## config.mk

```make
export PLATFORM = sky130hd
export DESIGN_NAME = dpc_div
export DESIGN_NICKNAME = d
export VERILOG_FILES = /design/src/rtl/dpc_pkg.sv /design/src/rtl/dpc_div.sv
export SDC_FILE = /design/constraint.sdc
export NUM_CORES = 2
export LEC_CHECK = 0
export BUFFER_PORTS_ARGS = -buffer_cell sky130_fd_sc_hd__buf_4
export CAP_MARGIN = 20
export CORE_ASPECT_RATIO = 0.5
export CORE_UTILIZATION = 65
export CTS_CLUSTER_DIAMETER = 200
export CTS_CLUSTER_SIZE = 24
export DETAILED_ROUTE_END_ITERATION = 10
export PLACE_DENSITY = 0.93
export SYNTH_ARGS = -nofsm -noshare
export SYNTH_HDL_FRONTEND = slang
export SYNTH_SLANG_ARGS = --single-unit
```

## constraint.sdc

```tcl
create_clock -name i_clk -period 21.4 [get_ports i_clk]
set_input_delay 1.07 -clock i_clk [delete_from_list [all_inputs] [get_ports i_clk]]
set_output_delay 1.07 -clock i_clk [all_outputs]
set_load 0.05 [all_outputs]
```

## src/rtl/dpc_pkg.sv

```systemverilog
// Package for the depth pixel back-projection block: field types, sizes and register codes.
package dpc_pkg;

    // Pixel coordinates use only the low COORD_BITS bits of the 12-bit fields
    localparam int COORD_BITS = 12;
    localparam int PIX_W      = 12;
    localparam logic [PIX_W-1:0] COORD_MASK = PIX_W'((1 << COORD_BITS) - 1);

    localparam int CFG_W      = 16;
    localparam int CFG_IDX_W  = 2;

    // Divider: 32-bit magnitude by 16-bit focal length, two quotient bits per stage
    localparam int NUM_W      = 32;
    localparam int DEN_W      = 16;
    localparam int DIV_STEPS  = 2;
    localparam int DIV_STAGES = NUM_W / DIV_STEPS;

    // Input register, multiply, divider stages, round/saturate
    localparam int PIPE_LAT   = DIV_STAGES + 3;

    localparam logic signed [31:0] S32_MAX = 32'sh7FFF_FFFF;
    localparam logic signed [31:0] S32_MIN = 32'sh8000_0000;

    typedef enum logic [CFG_IDX_W-1:0] {
        CFG_FOCAL_X  = 2'd0,
        CFG_FOCAL_Y  = 2'd1,
        CFG_CENTER_X = 2'd2,
        CFG_CENTER_Y = 2'd3
    } t_cfg_idx;

    typedef struct packed {
        logic [11:0] column;
        logic [11:0] row;
        logic [15:0] depth_mm;
        logic [7:0]  red_in;
        logic [7:0]  green_in;
        logic [7:0]  blue_in;
    } t_pixel;

    typedef struct packed {
        logic signed [31:0] point_x;
        logic signed [31:0] point_y;
        logic [15:0]        point_z;
        logic [7:0]         red_out;
        logic [7:0]         green_out;
        logic [7:0]         blue_out;
        logic               point_valid;
    } t_point;

    // Per-item data that rides alongside the divider
    typedef struct packed {
        logic [15:0] depth;
        logic [7:0]  red;
        logic [7:0]  green;
        logic [7:0]  blue;
        logic        neg_x;
        logic        neg_y;
        logic        nz_x;
        logic        nz_y;
    } t_side;

endpackage

```

## src/rtl/dpc_div.sv

```systemverilog
// Pipelined restoring divider: unsigned 32-bit numerator by 16-bit divisor, quotient and remainder.
module dpc_div (
    input  logic                      i_clk,
    input  logic [dpc_pkg::NUM_W-1:0] i_num,
    input  logic [dpc_pkg::DEN_W-1:0] i_den,
    output logic [dpc_pkg::NUM_W-1:0] o_quo,
    output logic [dpc_pkg::DEN_W-1:0] o_rem
);
    import dpc_pkg::*;

    // Shift word: unconsumed numerator bits at the top, quotient bits fill from the bottom
    logic [NUM_W-1:0] r_nq  [DIV_STAGES];
    logic [DEN_W-1:0] r_rem [DIV_STAGES];
    logic [NUM_W-1:0] n_nq  [DIV_STAGES];
    logic [DEN_W-1:0] n_rem [DIV_STAGES];

    always_comb begin
        logic [NUM_W-1:0] nq;
        logic [DEN_W-1:0] rem;
        logic [DEN_W:0]   trial;
        for (int s = 0; s < DIV_STAGES; s++) begin
            if (s == 0) begin
                nq  = i_num;
                rem = '0;
            end else begin
                nq  = r_nq[s-1];
                rem = r_rem[s-1];
            end
            for (int k = 0; k < DIV_STEPS; k++) begin
                trial = {rem, nq[NUM_W-1]};
                if (trial >= {1'b0, i_den}) begin
                    rem = DEN_W'(trial - {1'b0, i_den});
                    nq  = {nq[NUM_W-2:0], 1'b1};
                end else begin
                    rem = trial[DEN_W-1:0];
                    nq  = {nq[NUM_W-2:0], 1'b0};
                end
            end
            n_nq[s]  = nq;
            n_rem[s] = rem;
        end
    end

    always_ff @(posedge i_clk) begin
        for (int s = 0; s < DIV_STAGES; s++) begin
            r_nq[s]  <= n_nq[s];
            r_rem[s] <= n_rem[s];
        end
    end

    assign o_quo = r_nq[DIV_STAGES-1];
    assign o_rem = r_rem[DIV_STAGES-1];

endmodule

```

# ---- Word-level counts from Yosys, hierarchy flattened
# Memories as Yosys holds them, arrays and structs flattened.
# Index checks and enable logic that the tools add are counted.
dict set report word_totals {
  out_inout_bits 48
  mem_bits_rw 768
  in_bits 49
  ff_bits 0
  n_memories 2
  wordCells 130
}
dict set report classes {
  n_lt_le_gt_ge 32
  mux 64
  addsub 32
}
# memory depth word_bits rd rd_clocked_by_memory_dff wr line
set mem_list {}
lappend mem_list {r_nq 16 32 16 0 16 dpc_div.sv:12} ;# logic [NUM_W-1:0] r_nq [DIV_STAGES];
lappend mem_list {r_rem 16 16 16 0 16 dpc_div.sv:13} ;# logic [DEN_W-1:0] r_rem [DIV_STAGES];
# op n
set op_table {}
lappend op_table {{$ge A17 B16 Y1} 31}
lappend op_table {{$mux W16} 32}
lappend op_table {{$sub A16 B16 Y16} 31}
lappend op_table {{$mux W1} 32}
lappend op_table {{$ge A1 B16 Y1} 1}
lappend op_table {{$sub A1 B16 Y16} 1}

# ---- Logic depth before layout (Yosys ltp)
dict set report logic_depth {
  depth_word 4
  ltp_mapped 25
  mapped_depth_nobuf 23
}

# ---- Worst setup path before layout
# OpenSTA, ideal clock, no wires.
dict set report synth_timing {
  kind {input-to-reg}
  startpoint {input i_den[1] in the netlist's numbering}
  endpoint {memory r_rem[11][7] (netlist: r_rem[1][55])}
  stages 20
  path_buffers 2
  arrival_time_ns 7.822
  setup_ns 0.121
  t_required_ns 21.279
  path_slack_ns 13.457
  cell_sequence {inv_1 > ha_1 > nor2b_1 > o31a_1 > nor4_2 > o31ai_1 > or4_1 > a211oi_4 > clkbuf_1 > mux2i_1 > ha_1 > a21oi_1 > o211ai_1 > a41oi_1 > a21oi_1 > o31ai_1 > a21bo_2 > o211ai_2 > buf_2 > mux2_2}
}
# element line
set synth_rtl {}
lappend synth_rtl {{start: declaration} dpc_div.sv:5} ;# input logic [dpc_pkg::DEN_W-1:0] i_den,
lappend synth_rtl {{end: declaration} dpc_div.sv:13}

==> summary.md <==
| Metric | Value |
|---|---|
| Most numerous cell in the Yosys netlist | `dfxtp_1` |
| Clk sinks | `768` |
| Setup bufs post-CTS | `0` |
| Residual DRC | `0` |
| Slew margin rel. | `0.3420` |
| Die H | `184.3 um` |
| Final ANT Viol Nets | `0` |
| Remaining Overflow, GRT | `0` |
| H-tree depth | `2` |
| Flops & latches, synth | `768` |
| Setup CP Type | `primary input to flop` |
| Final hold vios | `0` |
| Area delta synth->final | `5.876%` |
| Status | `finished, final reports clean` |
| Register area share after synthesis | `0.3559` |
| Final setup vio count | `0` |
| CTS root buf | `clkbuf_16` |
| Post-route cell area | `45,740 um2` |
| Register area | `15,370 um2` |
| Post-CTS Resized | `0` |
| Setup_tns | `0 ps` |
| Die width | `366.6 um` |
| F_max | `0.1338 GHz` |
| Layout cells sized above 1 | `0.1097` |
| Area of the multi-input gates | `26,420 um2` |
| Yosys top cell by area | `dfxtp_1` |
| Max incr delay on CP | `690 ps` |
| Ranking of synthesized cells by area | `dfxtp_1 36%, ha_1 14%, mux2_2 7.0%, xnor2_1 4.9%, a21oi_1 3.7%` |
| Slew at the pin closest to its max-slew limit | `984.1 ps` |
| Initial antenna violation count | `0` |
| Clk buf depth | `3` |
| Core area | `65,320 um2` |
| Post-DP Area | `44,760 um2` |
| Number of synthesized flops with an enable pin | `0` |
| Final Max Slew Viols | `0` |
| Tightest Hold Check Type | `flop to flop` |
| Post-synthesis cell area | `43,200 um2` |
| RD Place Congestion | `0.9808` |
| Pre-Repair DR Iteration Count | `7` |
| Clock Skews | `26.73 ps` |
| Worst-path maximum fanout | `26` |
| Final wirelength | `107.2 mm` |
| Number of max-cap violations | `0` |
| Mapped Cells | `4,558` |
| Syn_nets | `5,136` |
| Iteration-0 DRC Markers | `2,815` |
| Tot GR Track Use | `0.3118` |
| Vias in the first global route | `35,240` |
| HPWL after DPL | `79.29 mm` |
| Number of synthesis warnings | `0` |
| I/O Buffers | `96` |
| Hold_ws | `313.3 ps` |
| Largest net degree at the start of global routing | `30` |
| Layout net count | `5,199` |
| CP bufs+invs | `5` |
| Diodes inserted | `0` |
| Post-synth top cells | `768 x dfxtp_1, 498 x ha_1, 317 x a21oi_1, 287 x nor2_1, 286 x o21ai_0` |
| Synthesized area per cell | `9.478 um2` |
| Vias | `34,940` |
| Starting Density | `0.6614` |
| WL/cell | `19.47 um` |
| Critical Path, Cell by Cell | `buf_4, clkinv_1, buf_4, ha_1, nand3_1, o21bai_1, nand3_1, nor4b_1, o31ai_1, a21oi_1, buf_4, mux2i_1, ha_1, nor2b_1, o21a_1, o21ai_0, a21oi_1, o211a_1, o41ai_1, and3_1, inv_1, mux2_2` |
| RSZ-0062 raised after global routing | `no` |
| Number of vias per cell | `6.347` |
| Crit path time final | `7474 ps` |
| Startpoint Class | `primary input` |
| Asr flop ratio synth | `0` |
| Critical Path RT | `21,900 ps` |
| Area share of the largest cell type after synthesis | `0.3559` |
| CP Capture Type | `flop` |
| Filler cells | `4,609` |
| Crit-path most repeated cell | `buf_4` |
| Period Utilization, post-route | `0.3492` |
| CP top delay family | `compound AO/OA/AOI/OAI gates` |
| Row Count | `66` |
| Synth cell types | `84` |
| CTS Buf Count | `37` |
| # IOs | `97` |
| CTS Hold Buffers Added | `0` |
| Fin util | `0.7003` |
| Crit-path slowest cell | `a21oi_1` |
| Die ar. | `67,560 um2` |
| First-pass GRT wire length | `173.8 mm` |
| Critical Path AT | `7980 ps` |
| Clock slew at reported path FFs | `90 ps` |
| Top_reg_cell synth | `dfxtp_1` |
| Clock latency on the worst-skew pair | `610 ps` |
| CTS tree | `done` |
metal layers:
layer / wire [um] / GRT usage
met1: 43500 / 0.3731
met2: 50070 / 0.5429
met3: 8142 / 0.04855
met4: 5478 / 0.1657
met5: 0 / 0
cells in the final DEF, fill, tap and decap left out, types with 28 or more instances in the layout:
| cell | synthesis | routed |
|---|---|---|
| a211oi_1 | 32 | 32 |
| a21o_1 | 132 | 132 |
| a21oi_1 | 317 | 317 |
| a31oi_1 | 29 | 28 |
| buf_4 | 48 | 141 |
| clkbuf_16 | 0 | 38 |
| dfxtp_1 | 768 | 768 |
| fa_1 | 31 | 31 |
| ha_1 | 498 | 498 |
| inv_1 | 211 | 207 |
| mux2_2 | 268 | 268 |
| mux2i_1 | 30 | 30 |
| nand2_1 | 267 | 267 |
| nand2b_1 | 48 | 48 |
| nand3_1 | 78 | 78 |
| nand4_1 | 67 | 67 |
| nor2_1 | 287 | 287 |
| nor2b_1 | 62 | 62 |
| nor3_1 | 90 | 90 |
| o21a_1 | 75 | 75 |
| o21ai_0 | 286 | 285 |
| o21bai_1 | 67 | 67 |
| o31ai_1 | 39 | 38 |
| xnor2_1 | 241 | 241 |
| xor2_1 | 125 | 125 |
worst paths after layout:
kind	start	to	slack, ps	depth (start not counted)
setup reg to reg	r_rem[0][55]$_DFF_P_	r_rem[0][77]$_DFF_P_	14530	20
setup / recovery	i_den[2]	r_rem[1][99]$_DFF_P_	13930	22
hold / removal	r_nq[0][72]$_DFF_P_	r_nq[0][106]$_DFF_P_	310	0
hold reg to reg	r_nq[0][72]$_DFF_P_	r_nq[0][106]$_DFF_P_	310	0
per-stage QoR:
stage	setup WS [ps]	cells
global placement	13820	5465
detailed placement	13490	5465
CTS	14120	5504
floorplan	13460	4558
global route	13430	5505
finish	13930	5505
cells by family after synthesis:
group                    count (synthesis)  synth area share
multiplexers                           306           0.07889
buffers and inverters                  333           0.03348
flip-flops                             768            0.3559
AO/OA/AOI/OAI                         1213            0.1830
AND/OR/NAND/NOR                       1043            0.1160
adder cells (fa/ha/maj)                529            0.1586
XOR/XNOR                               366           0.07420
state kept, by name, summed over array words and instances (netlist names):
signal and cells:
r_nq 512, r_rem 256
cell type report:
| type | count | share of cell area |
|---|---|---|
| clock buffers | 38 | 0.02079 |
| clock inverters | 1 | 0.0003556 |
| inverters | 215 | 0.01767 |
| multi-input cells | 3457 | 0.5775 |
| flip-flops and latches | 768 | 0.3361 |
| well taps | 884 | 0.02418 |
| repair buffers | 142 | 0.02339 |
Power is left out: the tool's default activity adds up to more than one toggle a clock period on the data nets, which glitch-free logic cannot reach.
